<file path="config.mk">
export PLATFORM = sky130hd
export DESIGN_NAME = round_robin_slot_scheduler_unit
export DESIGN_NICKNAME = d
export VERILOG_FILES = /design/src/rtl/rrss_pkg.sv /design/src/rtl/round_robin_slot_scheduler_unit.sv /design/src/rtl/rrss_cell.sv /design/src/rtl/rrss_ctrl.sv
export VERILOG_INCLUDE_DIRS = /design/src /design/src/rtl
export SDC_FILE = /design/constraint.sdc
export NUM_CORES = 1
export LEC_CHECK = 0
export ABC_CLOCK_PERIOD_IN_PS = 20000
export BUFFER_PORTS_ARGS = -buffer_cell sky130_fd_sc_hd__buf_2
export CAP_MARGIN = 25
export CORE_MARGIN = 1
export CORE_UTILIZATION = 67
export CTS_CLUSTER_SIZE = 10
export DETAILED_ROUTE_END_ITERATION = 10
export HOLD_SLACK_MARGIN = 0.08
export PLACE_DENSITY = 0.85
export SETUP_SLACK_MARGIN = 0.1
export SYNTH_ARGS = -nofsm -noshare
export SYNTH_HDL_FRONTEND = slang
export SYNTH_SLANG_ARGS = --single-unit
export TNS_END_PERCENT = 50
</file>
<file path="constraint.sdc">
create_clock -name clk_i -period 20 [get_ports clk_i]
set_input_delay 2 -clock clk_i [delete_from_list [all_inputs] [get_ports clk_i]]
set_output_delay 2 -clock clk_i [all_outputs]
set_load 0.01 [all_outputs]
</file>
<file path="src/rtl/round_robin_slot_scheduler_unit_defines.svh">
// ----------------------------------------------------------------------------
// Round-robin slot scheduler: assertion macros
// Shared checking macros, clocked on clk_i and disabled while rst_ni is low.
// ----------------------------------------------------------------------------
`ifndef ROUND_ROBIN_SLOT_SCHEDULER_UNIT_DEFINES_SVH
`define ROUND_ROBIN_SLOT_SCHEDULER_UNIT_DEFINES_SVH

// The consequent must hold in the same cycle as the antecedent.
`define RRSS_ASSERT_IMP(name, ante, cons) \
  name: assert property (@(posedge clk_i) disable iff (!rst_ni) (ante) |-> (cons)) \
    else $error("round-robin slot scheduler check failed");

// The consequent must hold in the cycle after the antecedent.
`define RRSS_ASSERT_NXT(name, ante, cons) \
  name: assert property (@(posedge clk_i) disable iff (!rst_ni) (ante) |=> (cons)) \
    else $error("round-robin slot scheduler check failed");

`endif

</file>
<file path="src/rtl/rrss_pkg.sv">
`timescale 1ns / 1ps
// ----------------------------------------------------------------------------
// Round-robin slot scheduler package
// Sizes, codes and the structures passed between the sequencer and the cells.
// ----------------------------------------------------------------------------
package rrss_pkg;

  localparam int unsigned SLOTS      = 16;
  localparam int unsigned SLOT_W     = (SLOTS > 1) ? $clog2(SLOTS) : 1;
  localparam int unsigned CMD_W      = 3;
  localparam int unsigned SLOT_IN_W  = 6;
  localparam int unsigned BASE_W     = 32;
  localparam int unsigned KIND_W     = 3;
  localparam int unsigned SLOT_OUT_W = 4;
  localparam int unsigned TICK_W     = 32;
  localparam int unsigned S_DATA_W   = 40;
  localparam int unsigned M_DATA_W   = 72;

  typedef enum logic [CMD_W-1:0] {
    CMD_TICK   = 3'd0,
    CMD_CREATE = 3'd1,
    CMD_START  = 3'd2,
    CMD_STOP   = 3'd3,
    CMD_KILL   = 3'd4,
    CMD_READ   = 3'd5
  } cmd_e;

  typedef enum logic [KIND_W-1:0] {
    KIND_DONE     = 3'd0,
    KIND_ERROR    = 3'd1,
    KIND_REAPED   = 3'd2,
    KIND_SWITCHED = 3'd3,
    KIND_KEPT     = 3'd4,
    KIND_NONE     = 3'd5
  } kind_e;

  typedef enum logic [2:0] {
    OP_IDLE,
    OP_CREATE,
    OP_START,
    OP_STOP,
    OP_KILL,
    OP_LOAD,
    OP_STEP,
    OP_DROP
  } cell_op_e;

  typedef enum logic [2:0] {
    S_IDLE,
    S_DECODE,
    S_PEEK,
    S_WALK,
    S_NONE
  } state_e;

  typedef struct packed {
    cell_op_e              op;
    logic [SLOT_W-1:0]     slot;
    logic [BASE_W-1:0]     base;
  } cell_cmd_t;

  typedef struct packed {
    logic                  hit;
    logic                  die;
    logic                  active;
    logic [BASE_W-1:0]     base;
  } cell_view_t;

  typedef struct packed {
    logic                  taken;
    logic [SLOT_W-1:0]     free_slot;
    logic [1:0]            act_cnt;
    cell_view_t            view;
  } cell_chain_t;

endpackage

</file>
<file path="src/rtl/round_robin_slot_scheduler_unit.sv">
`timescale 1ns / 1ps
// ----------------------------------------------------------------------------
// Round-robin slot scheduler
// A ring of slot cells driven by one sequencer, with a registered result port.
// ----------------------------------------------------------------------------
// The block takes one item at a time. Create, start, stop, kill, bad and
// out-of-range read commands give their single result from the decode
// state; an in-range read and a tick with fewer than two active slots give
// it from the peek state after it. A tick walk moves a token one cell round
// the ring per cycle while the output is free; each reaped slot gives one
// result, and if the whole pass is reaped the none-active result follows.
// A result stalled at the output holds the walk where it is. No clearing
// pass is needed after reset: every cell resets to a free, idle slot.
module round_robin_slot_scheduler_unit
  import rrss_pkg::*;
(
  input  logic                clk_i,
  input  logic                rst_ni,
  input  logic                s_axis_tvalid_i,
  output logic                s_axis_tready_o,
  input  logic [S_DATA_W-1:0] s_axis_tdata_i,   // slot [5:0], block_base [37:6]
  input  logic [CMD_W-1:0]    s_axis_tuser_i,   // command [2:0]
  output logic                m_axis_tvalid_o,
  input  logic                m_axis_tready_i,
  output logic [M_DATA_W-1:0] m_axis_tdata_o,   // slot_out [3:0], base_out [35:4],
                                                // tick_count [67:36]
  output logic [KIND_W-1:0]   m_axis_tuser_o,   // kind [2:0]
  output logic                m_axis_tlast_o
);

  cell_cmd_t        cell_cmd;
  cell_chain_t      chain_w [SLOTS+1];
  logic [SLOTS-1:0] pass_w;

  assign chain_w[0] = '0;

  rrss_ctrl u_ctrl (
    .clk_i           (clk_i),
    .rst_ni          (rst_ni),
    .s_axis_tvalid_i (s_axis_tvalid_i),
    .s_axis_tready_o (s_axis_tready_o),
    .s_axis_tdata_i  (s_axis_tdata_i),
    .s_axis_tuser_i  (s_axis_tuser_i),
    .m_axis_tvalid_o (m_axis_tvalid_o),
    .m_axis_tready_i (m_axis_tready_i),
    .m_axis_tdata_o  (m_axis_tdata_o),
    .m_axis_tuser_o  (m_axis_tuser_o),
    .m_axis_tlast_o  (m_axis_tlast_o),
    .cmd_o           (cell_cmd),
    .chain_i         (chain_w[SLOTS])
  );

  for (genvar g = 0; g < SLOTS; g++) begin : g_cell
    // The walk token enters each cell from the one before it in the ring.
    rrss_cell u_cell (
      .clk_i   (clk_i),
      .rst_ni  (rst_ni),
      .idx_i   (SLOT_W'(g)),
      .cmd_i   (cell_cmd),
      .chain_i (chain_w[g]),
      .chain_o (chain_w[g+1]),
      .pass_i  (pass_w[(g + SLOTS - 1) % SLOTS]),
      .pass_o  (pass_w[g])
    );
  end

endmodule

</file>
<file path="src/rtl/rrss_cell.sv">
`timescale 1ns / 1ps
// ----------------------------------------------------------------------------
// Round-robin slot scheduler: slot cell
// Holds one slot's base and marks, carries the walk token round the ring and
// extends the free-slot, active-count and token-view chains.
// ----------------------------------------------------------------------------
module rrss_cell
  import rrss_pkg::*;
(
  input  logic              clk_i,
  input  logic              rst_ni,
  input  logic [SLOT_W-1:0] idx_i,
  input  cell_cmd_t         cmd_i,
  input  cell_chain_t       chain_i,
  output cell_chain_t       chain_o,
  input  logic              pass_i,
  output logic              pass_o
);

  logic [BASE_W-1:0] base_q, base_d;
  logic              active_q, active_d;
  logic              die_q, die_d;
  logic              tok_q, tok_d;
  logic              sel;
  logic              free;
  logic              win;

  assign sel  = (cmd_i.slot == idx_i);
  assign free = (base_q == '0);
  // This cell is the first free slot when no earlier cell was free.
  assign win  = free && !chain_i.taken;

  always_comb begin
    chain_o.taken     = chain_i.taken | free;
    chain_o.free_slot = win ? idx_i : chain_i.free_slot;
    if (active_q && (chain_i.act_cnt != 2'd2)) begin
      chain_o.act_cnt = chain_i.act_cnt + 2'd1;
    end else begin
      chain_o.act_cnt = chain_i.act_cnt;
    end
    chain_o.view.hit    = chain_i.view.hit | tok_q;
    chain_o.view.die    = chain_i.view.die | (tok_q & die_q);
    chain_o.view.active = chain_i.view.active | (tok_q & active_q);
    chain_o.view.base   = chain_i.view.base | ({BASE_W{tok_q}} & base_q);
  end

  // The token moves on from a slot that is reaped or idle.
  assign pass_o = tok_q & (die_q | !active_q);

  always_comb begin
    base_d   = base_q;
    active_d = active_q;
    die_d    = die_q;
    tok_d    = tok_q;
    case (cmd_i.op)
      OP_CREATE: begin
        if (win) begin
          base_d = cmd_i.base;
        end
      end
      OP_START: begin
        if (sel) begin
          active_d = 1'b1;
        end
      end
      OP_STOP: begin
        if (sel) begin
          active_d = 1'b0;
        end
      end
      OP_KILL: begin
        if (sel) begin
          die_d = 1'b1;
        end
      end
      OP_LOAD: begin
        tok_d = sel;
      end
      OP_STEP: begin
        tok_d = pass_i;
        if (tok_q && die_q) begin
          base_d   = '0;
          active_d = 1'b0;
          die_d    = 1'b0;
        end
      end
      OP_DROP: begin
        tok_d = 1'b0;
      end
      default: begin
      end
    endcase
  end

  always_ff @(posedge clk_i or negedge rst_ni) begin
    if (!rst_ni) begin
      base_q   <= '0;
      active_q <= 1'b0;
      die_q    <= 1'b0;
      tok_q    <= 1'b0;
    end else begin
      base_q   <= base_d;
      active_q <= active_d;
      die_q    <= die_d;
      tok_q    <= tok_d;
    end
  end

endmodule

</file>
<file path="src/rtl/rrss_ctrl.sv">
`timescale 1ns / 1ps
`include "round_robin_slot_scheduler_unit_defines.svh"
// ----------------------------------------------------------------------------
// Round-robin slot scheduler: sequencer
// Takes items, drives the cell row, steps the tick walk and holds the
// registered result stage.
// ----------------------------------------------------------------------------
module rrss_ctrl
  import rrss_pkg::*;
(
  input  logic                clk_i,
  input  logic                rst_ni,
  input  logic                s_axis_tvalid_i,
  output logic                s_axis_tready_o,
  input  logic [S_DATA_W-1:0] s_axis_tdata_i,   // slot [5:0], block_base [37:6]
  input  logic [CMD_W-1:0]    s_axis_tuser_i,   // command [2:0]
  output logic                m_axis_tvalid_o,
  input  logic                m_axis_tready_i,
  output logic [M_DATA_W-1:0] m_axis_tdata_o,   // slot_out [3:0], base_out [35:4],
                                                // tick_count [67:36]
  output logic [KIND_W-1:0]   m_axis_tuser_o,   // kind [2:0]
  output logic                m_axis_tlast_o,
  output cell_cmd_t           cmd_o,
  input  cell_chain_t         chain_i
);

  state_e                state_q, state_d;
  logic [CMD_W-1:0]      cmd_q;
  logic [SLOT_IN_W-1:0]  slot_q;
  logic [BASE_W-1:0]     base_q;
  logic [TICK_W-1:0]     ticks_q;
  logic [SLOT_W-1:0]     cur_q, cur_d;
  logic [SLOT_W-1:0]     idx_q, idx_d;
  logic [SLOT_W-1:0]     step_q, step_d;
  kind_e                 pk_kind_q, pk_kind_d;
  logic [SLOT_OUT_W-1:0] pk_slot_q, pk_slot_d;

  logic                  m_valid_q;
  kind_e                 m_kind_q;
  logic [SLOT_OUT_W-1:0] m_slot_q;
  logic [BASE_W-1:0]     m_base_q;
  logic [TICK_W-1:0]     m_tick_q;
  logic                  m_last_q;

  logic                  accept;
  logic                  out_free;
  logic                  emit;
  kind_e                 e_kind;
  logic [SLOT_OUT_W-1:0] e_slot;
  logic [BASE_W-1:0]     e_base;
  logic                  e_last;
  logic                  slot_oob;
  logic [SLOT_W-1:0]     slot_tgt;
  logic [SLOT_W-1:0]     cur_next;
  logic [SLOT_W-1:0]     idx_next;
  logic                  last_step;
  logic                  few_active;

  assign s_axis_tready_o = (state_q == S_IDLE);
  assign accept          = s_axis_tvalid_i && s_axis_tready_o;
  assign out_free        = !m_valid_q || m_axis_tready_i;

  assign slot_oob   = ({1'b0, slot_q} >= (SLOT_IN_W + 1)'(SLOTS));
  assign slot_tgt   = slot_q[SLOT_W-1:0];
  assign cur_next   = (cur_q == SLOT_W'(SLOTS - 1)) ? '0 : cur_q + 1'b1;
  assign idx_next   = (idx_q == SLOT_W'(SLOTS - 1)) ? '0 : idx_q + 1'b1;
  assign last_step  = (step_q == SLOT_W'(SLOTS - 1));
  assign few_active = (chain_i.act_cnt != 2'd2);

  // Next state.
  always_comb begin
    state_d = state_q;
    case (state_q)
      S_IDLE: begin
        if (accept) begin
          state_d = S_DECODE;
        end
      end
      S_DECODE: begin
        if (out_free) begin
          case (cmd_q)
            CMD_TICK: state_d = few_active ? S_PEEK : S_WALK;
            CMD_READ: state_d = slot_oob ? S_IDLE : S_PEEK;
            default:  state_d = S_IDLE;
          endcase
        end
      end
      S_PEEK: begin
        if (out_free) begin
          state_d = S_IDLE;
        end
      end
      S_WALK: begin
        if (out_free) begin
          if (chain_i.view.die) begin
            state_d = last_step ? S_NONE : S_WALK;
          end else if (chain_i.view.active || last_step) begin
            state_d = S_IDLE;
          end
        end
      end
      S_NONE: begin
        if (out_free) begin
          state_d = S_IDLE;
        end
      end
      default: state_d = S_IDLE;
    endcase
  end

  // Outputs: cell commands, results and walk bookkeeping.
  always_comb begin
    emit      = 1'b0;
    e_kind    = KIND_ERROR;
    e_slot    = '0;
    e_base    = '0;
    e_last    = 1'b0;
    cmd_o.op   = OP_IDLE;
    cmd_o.slot = slot_tgt;
    cmd_o.base = base_q;
    cur_d     = cur_q;
    idx_d     = idx_q;
    step_d    = step_q;
    pk_kind_d = pk_kind_q;
    pk_slot_d = pk_slot_q;
    case (state_q)
      S_DECODE: begin
        if (out_free) begin
          case (cmd_q)
            CMD_TICK: begin
              cmd_o.op = OP_LOAD;
              if (few_active) begin
                cmd_o.slot = cur_q;
                pk_kind_d  = KIND_KEPT;
                pk_slot_d  = SLOT_OUT_W'(cur_q);
              end else begin
                cmd_o.slot = cur_next;
                idx_d      = cur_next;
                step_d     = '0;
              end
            end
            CMD_CREATE: begin
              emit   = 1'b1;
              e_last = 1'b1;
              if ((base_q != '0) && chain_i.taken) begin
                cmd_o.op = OP_CREATE;
                e_kind   = KIND_DONE;
                e_slot   = SLOT_OUT_W'(chain_i.free_slot);
                e_base   = base_q;
              end
            end
            CMD_START, CMD_STOP, CMD_KILL: begin
              emit   = 1'b1;
              e_last = 1'b1;
              e_slot = SLOT_OUT_W'(slot_q);
              if (!slot_oob) begin
                e_kind = KIND_DONE;
                case (cmd_q)
                  CMD_START: cmd_o.op = OP_START;
                  CMD_STOP:  cmd_o.op = OP_STOP;
                  default:   cmd_o.op = OP_KILL;
                endcase
              end
            end
            CMD_READ: begin
              if (slot_oob) begin
                emit   = 1'b1;
                e_last = 1'b1;
                e_slot = SLOT_OUT_W'(slot_q);
              end else begin
                cmd_o.op  = OP_LOAD;
                pk_kind_d = KIND_DONE;
                pk_slot_d = SLOT_OUT_W'(slot_q);
              end
            end
            default: begin
              emit   = 1'b1;
              e_last = 1'b1;
            end
          endcase
        end
      end
      S_PEEK: begin
        if (out_free) begin
          emit     = 1'b1;
          e_kind   = pk_kind_q;
          e_slot   = pk_slot_q;
          e_base   = chain_i.view.base;
          e_last   = 1'b1;
          cmd_o.op = OP_DROP;
        end
      end
      S_WALK: begin
        if (out_free) begin
          if (chain_i.view.die) begin
            emit     = 1'b1;
            e_kind   = KIND_REAPED;
            e_slot   = SLOT_OUT_W'(idx_q);
            e_base   = chain_i.view.base;
            cmd_o.op = OP_STEP;
            idx_d    = idx_next;
            step_d   = step_q + 1'b1;
          end else if (chain_i.view.active) begin
            emit     = 1'b1;
            e_kind   = KIND_SWITCHED;
            e_slot   = SLOT_OUT_W'(idx_q);
            e_base   = chain_i.view.base;
            e_last   = 1'b1;
            cmd_o.op = OP_DROP;
            cur_d    = idx_q;
          end else if (last_step) begin
            // A whole pass found nothing to run.
            emit     = 1'b1;
            e_kind   = KIND_NONE;
            e_slot   = SLOT_OUT_W'(cur_q);
            e_last   = 1'b1;
            cmd_o.op = OP_DROP;
          end else begin
            cmd_o.op = OP_STEP;
            idx_d    = idx_next;
            step_d   = step_q + 1'b1;
          end
        end
      end
      S_NONE: begin
        if (out_free) begin
          emit     = 1'b1;
          e_kind   = KIND_NONE;
          e_slot   = SLOT_OUT_W'(cur_q);
          e_last   = 1'b1;
          cmd_o.op = OP_DROP;
        end
      end
      default: begin
      end
    endcase
  end

  always_ff @(posedge clk_i or negedge rst_ni) begin
    if (!rst_ni) begin
      state_q   <= S_IDLE;
      ticks_q   <= '0;
      cur_q     <= '0;
      idx_q     <= '0;
      step_q    <= '0;
      m_valid_q <= 1'b0;
    end else begin
      state_q <= state_d;
      cur_q   <= cur_d;
      idx_q   <= idx_d;
      step_q  <= step_d;
      if (accept && (s_axis_tuser_i == CMD_TICK)) begin
        ticks_q <= ticks_q + 1'b1;
      end
      if (emit) begin
        m_valid_q <= 1'b1;
      end else if (m_axis_tready_i) begin
        m_valid_q <= 1'b0;
      end
    end
  end

  always_ff @(posedge clk_i) begin
    if (accept) begin
      cmd_q  <= s_axis_tuser_i;
      slot_q <= s_axis_tdata_i[SLOT_IN_W-1:0];
      base_q <= s_axis_tdata_i[SLOT_IN_W +: BASE_W];
    end
    pk_kind_q <= pk_kind_d;
    pk_slot_q <= pk_slot_d;
    if (emit) begin
      m_kind_q <= e_kind;
      m_slot_q <= e_slot;
      m_base_q <= e_base;
      m_tick_q <= ticks_q;
      m_last_q <= e_last;
    end
  end

  assign m_axis_tvalid_o = m_valid_q;
  assign m_axis_tuser_o  = m_kind_q;
  assign m_axis_tlast_o  = m_last_q;
  assign m_axis_tdata_o  = {{(M_DATA_W - SLOT_OUT_W - BASE_W - TICK_W){1'b0}},
                            m_tick_q, m_base_q, m_slot_q};

  `RRSS_ASSERT_IMP(a_walk_has_token, state_q == S_WALK, chain_i.view.hit)
  `RRSS_ASSERT_IMP(a_peek_has_token, state_q == S_PEEK, chain_i.view.hit)
  `RRSS_ASSERT_NXT(a_last_ends_item, emit && e_last, state_q == S_IDLE)
  `RRSS_ASSERT_NXT(a_switch_moves_cur, emit && (e_kind == KIND_SWITCHED), cur_q == $past(idx_q))

endmodule
</file>
==> results of run 1 <==
power by group:
group	switching [uW]	internal [uW]	total (uW)
combinational	1590	1150	2740
sequential	629	2210	2840
clock	602	767	1370
total	2820	4130	6950
cell usage after synthesis (all sizes together), types with 11 or more instances:
cell	number	area [um2]
a221oi	47	412
nand2	155	587
dfrtp	608	15200
a21oi	50	250
edfxtp	118	3540
nand2b	22	138
inv	11	41.3
nor4	143	901
buf	80	402
and3	22	143
nor3	18	95.1
nor2	122	478
a22oi	180	1360
a31oi	25	171
o21ai	105	526
nand3	78	390
mux2i	11	126
nor2b	45	282
xnor2	28	245
clkbuf	116	435
a22o	48	420
nand4	68	425
mux2	521	5870
final cells by class:
cell class	count	area, um2	area share, %
Sequential cell	726	18800	50.2
Multi-Input combinational cell	1835	14200	37.9
Clock buffer	113	2210	5.91
Timing Repair Buffer	192	1240	3.31
Tap cell	664	831	2.22
Clock inverter	8	118	0.315
Inverter	12	46.3	0.124
Antenna cell	4	10.0	0.0268
worst max-delay path: cells and delay by family, from the launching register on:
| kind | cells | cell delay [ns] |
|---|---|---|
| adder cells (fa/ha/maj) | 3 | 0.93 |
| XOR/XNOR | 1 | 0.17 |
| flip-flops | 1 | 0.45 |
| AO/OA/AOI/OAI | 10 | 2.93 |
| AND/OR/NAND/NOR | 9 | 2.40 |
| buffers and inverters | 2 | 0.20 |
state kept, by name (all words and copies together) (netlist names):
register / flops
u_ctrl.pk_slot_q: 4
u_ctrl.ticks_q: 32
u_ctrl.m_axis_tvalid_o: 1
u_ctrl.m_base_q: 32
u_ctrl.state_q: 3
g_cell.u_cell.tok_q: 16
u_ctrl.slot_q: 6
u_ctrl.step_q: 4
u_ctrl.m_tick_q: 32
u_ctrl.base_q: 32
g_cell.u_cell.die_q: 16
u_ctrl.m_axis_tlast_o: 1
u_ctrl.idx_q: 4
u_ctrl.cur_q: 4
u_ctrl.m_axis_tuser_o: 3
g_cell.u_cell.base_q: 512
u_ctrl.m_slot_q: 4
g_cell.u_cell.active_q: 16
u_ctrl.cmd_q: 3
u_ctrl.pk_kind_q: 1
kinds of logic (layout without fill, tap and decap cells):
kind of cell	after synthesis	in the layout	synth area share, %
AND/OR/NAND/NOR	721	721	11.3
other	1	8	0.0111
buffers and inverters	208	325	2.62
multiplexers	532	532	17.8
XOR/XNOR	37	37	0.961
adder cells (fa/ha/maj)	9	9	0.334
AO/OA/AOI/OAI	532	532	11.3
flip-flops	726	726	55.6
per-layer routing:
| metal | vias up | global-route usage [%] |
|---|---|---|
| li1 | 10659 | - |
| met1 | 13186 | 56.4 |
| met2 | 2413 | 62.7 |
| met3 | 637 | 16.5 |
| met4 | 10 | 24.7 |
| met5 | - | 0 |
stage by stage:
step	setup slack [ns]	hold slack (ns)
2_1_floorplan	11.58	0.441
3_3_place_gp	12.90	0.456
3_5_place_dp	12.75	0.457
4_1_cts	12.92	0.487
5_1_grt	12.21	0.498
6_report	12.76	0.483
worst paths after layout:
kind | start | end | cells past startpoint
min in group asynchronous | rst_ni | u_ctrl.step_q[1] | 1
setup / recovery | g_cell[0].u_cell.active_q | u_ctrl.step_q[2] | 25
max in group asynchronous | rst_ni | g_cell[0].u_cell.base_q[11] | 4
hold reg to reg | u_ctrl.ticks_q[31] | u_ctrl.m_tick_q[31] | 0
hold / removal | u_ctrl.ticks_q[31] | u_ctrl.m_tick_q[31] | 0
setup reg to reg | g_cell[0].u_cell.active_q | u_ctrl.step_q[2] | 25
==> flow_metrics.tcl, run 1 <==
set metrics [dict create \
    layout.core_utilization_pct 75.9 \
    design.die.area_um2 51200 \
    p_leak_uw 0.0152 \
    synth_flop_cell "sky130_fd_sc_hd__dfrtp_1" \
    synth-edff-count 118 \
    timing.final.setup_violations 0 \
    place_inst 3419 \
    critPathRequiredTime_ns 20.50 \
    row_count 81 \
    timing.setup.tns_ns 0 \
    mostFrequentLayoutCell "sky130_fd_sc_hd__dfrtp_1" \
    io_pins 125 \
    post_synth_inst_count 2766 \
    run_status "completed" \
    timing.critical_path.mode_cell "sky130_fd_sc_hd__ha_1" \
    met1Wirelength_um 38700 \
    first_global_vias 26527 \
    ctsLongestPathBuffers 3 \
    overall_overflow_remaining_after_global_route 0 \
    worst_ep_arrival_time_ns 7.74 \
    layout-area-overhead-vs-synth_pct 10.9 \
    drc_errors 0 \
    cts_setup_buffers 0 \
    maxSlewViolCount 0 \
    topRoutingLayerUsed "met5" \
    ys_seq_area_share_pct 55.6 \
    clk_transition_reported_paths_ns 0.06 \
    detail_route.first_pass.iterations 7 \
    power.density_cell_area_nw_per_um2 186 \
    cts_tree "built" \
    postSynthRegisterBits 726 \
    drt_first_iter_violations 4235 \
    drive_gt1_share_pct 29.1 \
    critical_path_peak_fanout 13 \
    place.gp.congestion 1.05 \
    min_delay_worst_type "flip-flop to flip-flop" \
    total_wire_length_um 110000 \
    clock_tree.htree_level_count 3 \
    synthesis.area_um2 33700 \
    postSynth.asyncResetShare_pct 83.7 \
    layout.cells.most_common_list "608 x sky130_fd_sc_hd__dfrtp_1, 510 x sky130_fd_sc_hd__mux2_2, 179 x sky130_fd_sc_hd__a22oi_1" \
    startpoint_type "flip-flop" \
    hpwlAfterDp_um 70900 \
    totalPowerFinal_uw 6950 \
    core_area_um2 49300 \
    fmaxAchievable_ghz 0.138 \
    final.min_clock_period_ns 7.24 \
    critical-path-slowest-cell "sky130_fd_sc_hd__o2111ai_1" \
    grt_first_pass_wirelength_um 164000 \
    design.final.nets 2906 \
    worst_setup_path_end_kind "flip-flop" \
    finalClockSkew_ns 0.0300 \
    die_height_um 226 \
    numCtsBuffers 83 \
    ys.warnings.count 0 \
    number_of_hold_violations_in_the_final_report 0 \
    io_buffers 118 \
    postCtsHoldBufs 0 \
    critical_path_class "flip-flop to flip-flop" \
    met2_wire_length_um 47100 \
    power.ir.vdd_worst_mv 0.0964 \
    min_period_over_period_pct 36.2 \
    drt-wirelength-per-cell_um 31.0 \
    non_filler_instance_count_after_layout 3554 \
    grt_max_degree 196 \
    count_of_antenna_violating_nets_left_after_detailed_routing 0 \
    stdcell_area_um2 37400 \
    rsz0062_at_grt "no" \
    placed_area_um2 34900 \
    vias_per_cell 7.57 \
    max-slew-margin-rel_pct 24.0 \
    root_cell_of_the_clock_tree "sky130_fd_sc_hd__clkbuf_16" \
    cts_num_sinks 726 \
    die-width_um 226 \
    worst_margin_pin_slew_ns 1.13 \
    r2r_setup_slack_ns 12.76 \
    initial_utilization_pct 68.4 \
    met3_length_um 16800 \
    maxCapViolCount 0 \
    clk_latency_ns 0.67 \
    post_synth.cell_area_avg_um2 12.2 \
    nFillCells 3030 \
    cts_resized 0 \
    netlist-cell-type-count 88 \
    grt_antenna_before_repair 11 \
    vias 26905 \
    aggregate_global_route_resource_usage_pct 43.5 \
    critical-path-max-stage-delay_ns 0.60 \
]
Note: power is estimated with default switching activity, not from simulation.
==> run 2, diff against run 1 <==
--- a/config.mk
+++ b/config.mk
@@ -6,15 +6,15 @@
 export SDC_FILE = /design/constraint.sdc
 export NUM_CORES = 1
 export LEC_CHECK = 0
-export ABC_CLOCK_PERIOD_IN_PS = 20000
+export ABC_CLOCK_PERIOD_IN_PS = 7100
 export BUFFER_PORTS_ARGS = -buffer_cell sky130_fd_sc_hd__buf_2
 export CAP_MARGIN = 25
 export CORE_MARGIN = 1
-export CORE_UTILIZATION = 67
+export CORE_UTILIZATION = 62
 export CTS_CLUSTER_SIZE = 10
 export DETAILED_ROUTE_END_ITERATION = 10
 export HOLD_SLACK_MARGIN = 0.08
-export PLACE_DENSITY = 0.85
+export PLACE_DENSITY = 0.8
 export SETUP_SLACK_MARGIN = 0.1
 export SYNTH_ARGS = -nofsm -noshare
 export SYNTH_HDL_FRONTEND = slang
==> constraint.sdc (replaced) <==
create_clock -name clk_i -period 7.1 [get_ports clk_i]
set_input_delay 0.71 -clock clk_i [delete_from_list [all_inputs] [get_ports clk_i]]
set_output_delay 0.71 -clock clk_i [all_outputs]
set_load 0.01 [all_outputs]
==> run 2 against run 1 <==
Power rose to 2.8 times the previous value. Flip-flop and latch count did not move. Count of clock-buffer cells in the layout fell by 4. Sequential power rose to 2.8 times the previous value. Register-to-register slack got worse by 12 ns.
==> flow_metrics.tcl, run 2 (synthesis results as in run 1) <==
set metrics [dict create \
    run_status "completed" \
    final.min_clock_period_ns 6.55 \
    worst_setup_path_end_kind "flip-flop" \
    critPathRequiredTime_ns 7.62 \
    min_delay_worst_type "input port to asynchronous set/reset pin" \
    gr_peak_layer "met2" \
    min_period_over_period_pct 92.3 \
    clk_latency_ns 0.65 \
    startpoint_type "flip-flop" \
    numCtsBuffers 83 \
    r2r_setup_slack_ns 0.55 \
    max-slew-margin-rel_pct 27.1 \
    finalClockSkew_ns 0.0327 \
    critical_path_peak_fanout 13 \
    mostFrequentLayoutCell "sky130_fd_sc_hd__dfrtp_1" \
    cts_num_sinks 726 \
    vias_per_cell 7.32 \
    maxSlewViolCount 0 \
    aggregate_global_route_resource_usage_pct 39.9 \
    io_buffers 118 \
    die_height_um 235 \
    design.final.nets 2922 \
    maxCapViolCount 0 \
    timing.setup.tns_ns 0 \
    die-width_um 235 \
    ctsLongestPathBuffers 3 \
    place.gp.congestion 0.980 \
    crit_start "g_cell[0].u_cell.active_q" \
    place_worst_setup_slack_ns 0.523 \
    hpwlAfterDp_um 72700 \
    largest_register_ff_count 512 \
    rsz0062_at_grt "no" \
    reg_to_reg_start "g_cell[0].u_cell.active_q" \
    worst_margin_pin_slew_ns 1.09 \
    number_of_hold_violations_in_the_final_report 0 \
    fmaxAchievable_ghz 0.153 \
    r2r-end "g_cell[5].u_cell.die_q" \
    drc_errors 0 \
    grt_antenna_before_repair 10 \
    power.density_cell_area_nw_per_um2 518 \
    fin_hold_ws_ns 0.103 \
    total_wire_length_um 110000 \
    design.die.area_um2 55300 \
    vias 26352 \
    overall_overflow_remaining_after_global_route 0 \
    core_area_um2 53800 \
    critical_path_class "flip-flop to flip-flop" \
    timing.final.setup_violations 0 \
    worst_ep_arrival_time_ns 7.07 \
    max_flop_register "g_cell.u_cell.base_q" \
    drt_first_iter_violations 3968 \
    first_global_vias 26352 \
    r2r_cells 25 \
    initial_utilization_pct 62.6 \
    clk_transition_reported_paths_ns 0.06 \
    layout_setup_ws_ns 0.549 \
    io_pins 125 \
    cts_tree "built" \
    grt_max_degree 145 \
    drive_gt1_share_pct 29.5 \
    count_of_antenna_violating_nets_left_after_detailed_routing 0 \
    clock_tree.htree_level_count 3 \
    grt_first_pass_wirelength_um 166000 \
    critPathCapture "g_cell[5].u_cell.die_q" \
    power.ir.vdd_worst_mv 0.244 \
    layout-area-overhead-vs-synth_pct 11.4 \
    globalRouteMet1Util_pct 52.8 \
    root_cell_of_the_clock_tree "sky130_fd_sc_hd__clkbuf_16" \
    layout.cells.most_common_list "608 x sky130_fd_sc_hd__dfrtp_1, 510 x sky130_fd_sc_hd__mux2_2, 179 x sky130_fd_sc_hd__a22oi_1" \
    row_count 85 \
    grtUsageMet3_pct 13.1 \
    grt.met2_usage_pct 58.1 \
    p_leak_uw 0.0152 \
    drt-wirelength-per-cell_um 30.6 \
    detail_route.first_pass.iterations 7 \
]
[run 2: how the worst min path moves through the flow]
stage,startpoint,to,slack [ns],depth (start not counted)
detailed placement,u_ctrl.ticks_q[31],u_ctrl.ticks_q[31],0.46,1
global route,rst_ni,g_cell[13].u_cell.die_q,0.22,1
global placement,u_ctrl.ticks_q[31],u_ctrl.ticks_q[31],0.46,1
finish,rst_ni,g_cell[5].u_cell.die_q,0.10,1
CTS,rst_ni,g_cell[13].u_cell.die_q,0.20,1
floorplan,rst_ni,g_cell[0].u_cell.active_q,0.41,0
[run 2: worst max-delay path, stage by stage, from the launching register on]
cell                        delay, ns
sky130_fd_sc_hd__dfrtp_1         0.42
sky130_fd_sc_hd__inv_1           0.08
sky130_fd_sc_hd__ha_1            0.44
sky130_fd_sc_hd__nor4b_4         0.36
sky130_fd_sc_hd__a31oi_4         0.08
sky130_fd_sc_hd__o221ai_4        0.26
sky130_fd_sc_hd__mux2_4          0.35
sky130_fd_sc_hd__nand2_2         0.14
sky130_fd_sc_hd__nor4_1          0.08
sky130_fd_sc_hd__a211oi_2        0.39
sky130_fd_sc_hd__a21oi_1         0.15
sky130_fd_sc_hd__a311o_1         0.37
sky130_fd_sc_hd__nor2_1          0.27
sky130_fd_sc_hd__ha_1            0.23
sky130_fd_sc_hd__nor2b_1         0.09
sky130_fd_sc_hd__or3_1           0.35
sky130_fd_sc_hd__and2_4          0.19
sky130_fd_sc_hd__clkinv_2        0.06
sky130_fd_sc_hd__ha_1            0.23
sky130_fd_sc_hd__nand2b_1        0.21
sky130_fd_sc_hd__or3_1           0.38
sky130_fd_sc_hd__and3_4          0.19
sky130_fd_sc_hd__o211ai_2        0.57
sky130_fd_sc_hd__a31oi_1         0.20
sky130_fd_sc_hd__nand3b_1        0.19
sky130_fd_sc_hd__o2bb2ai_1       0.16
[run 2: metal layers]
layer	wire length [um]	part of all wire, %
met5	49	0.044
met3	15000	14
met4	7040	6.4
met2	47800	43
met1	40400	37
[run 2: through the flow]
step / area [um2] / utilization, % / power, uW / std cells
floorplan: 33700 / - / 12400 / 2769
global placement: 34900 / 64.9 / 14800 / 3447
detailed placement: 35100 / 65.2 / 15200 / 3463
CTS: 37400 / 69.5 / 19100 / 3581
global route: 37500 / 69.8 / 20200 / 3595
finish: 37500 / 69.8 / 19500 / 3599
[run 2: report_power, final]
part	switching (uW)	internal (uW)
Combinational	4390	3260
Sequential	1780	6220
Clock	1660	2150
[run 2: area by class of cell]
class | count | area, um2
fillers | 3672 | 16300
inverters | 12 | 46.3
clock buffers | 109 | 2200
diodes | 4 | 10.0
clock inverters | 9 | 125
multi-input cells | 1835 | 14200
well taps | 696 | 871
flip-flops and latches | 726 | 18800
repair buffers | 208 | 1360
[run 2: timing repair]
item | 4_1_cts | 5_1_grt
hold buffers | 0 | 0
endpoints found under the setup margin | 0 | 24
resized for setup | 0 | 1
setup buffers | 0 | 2
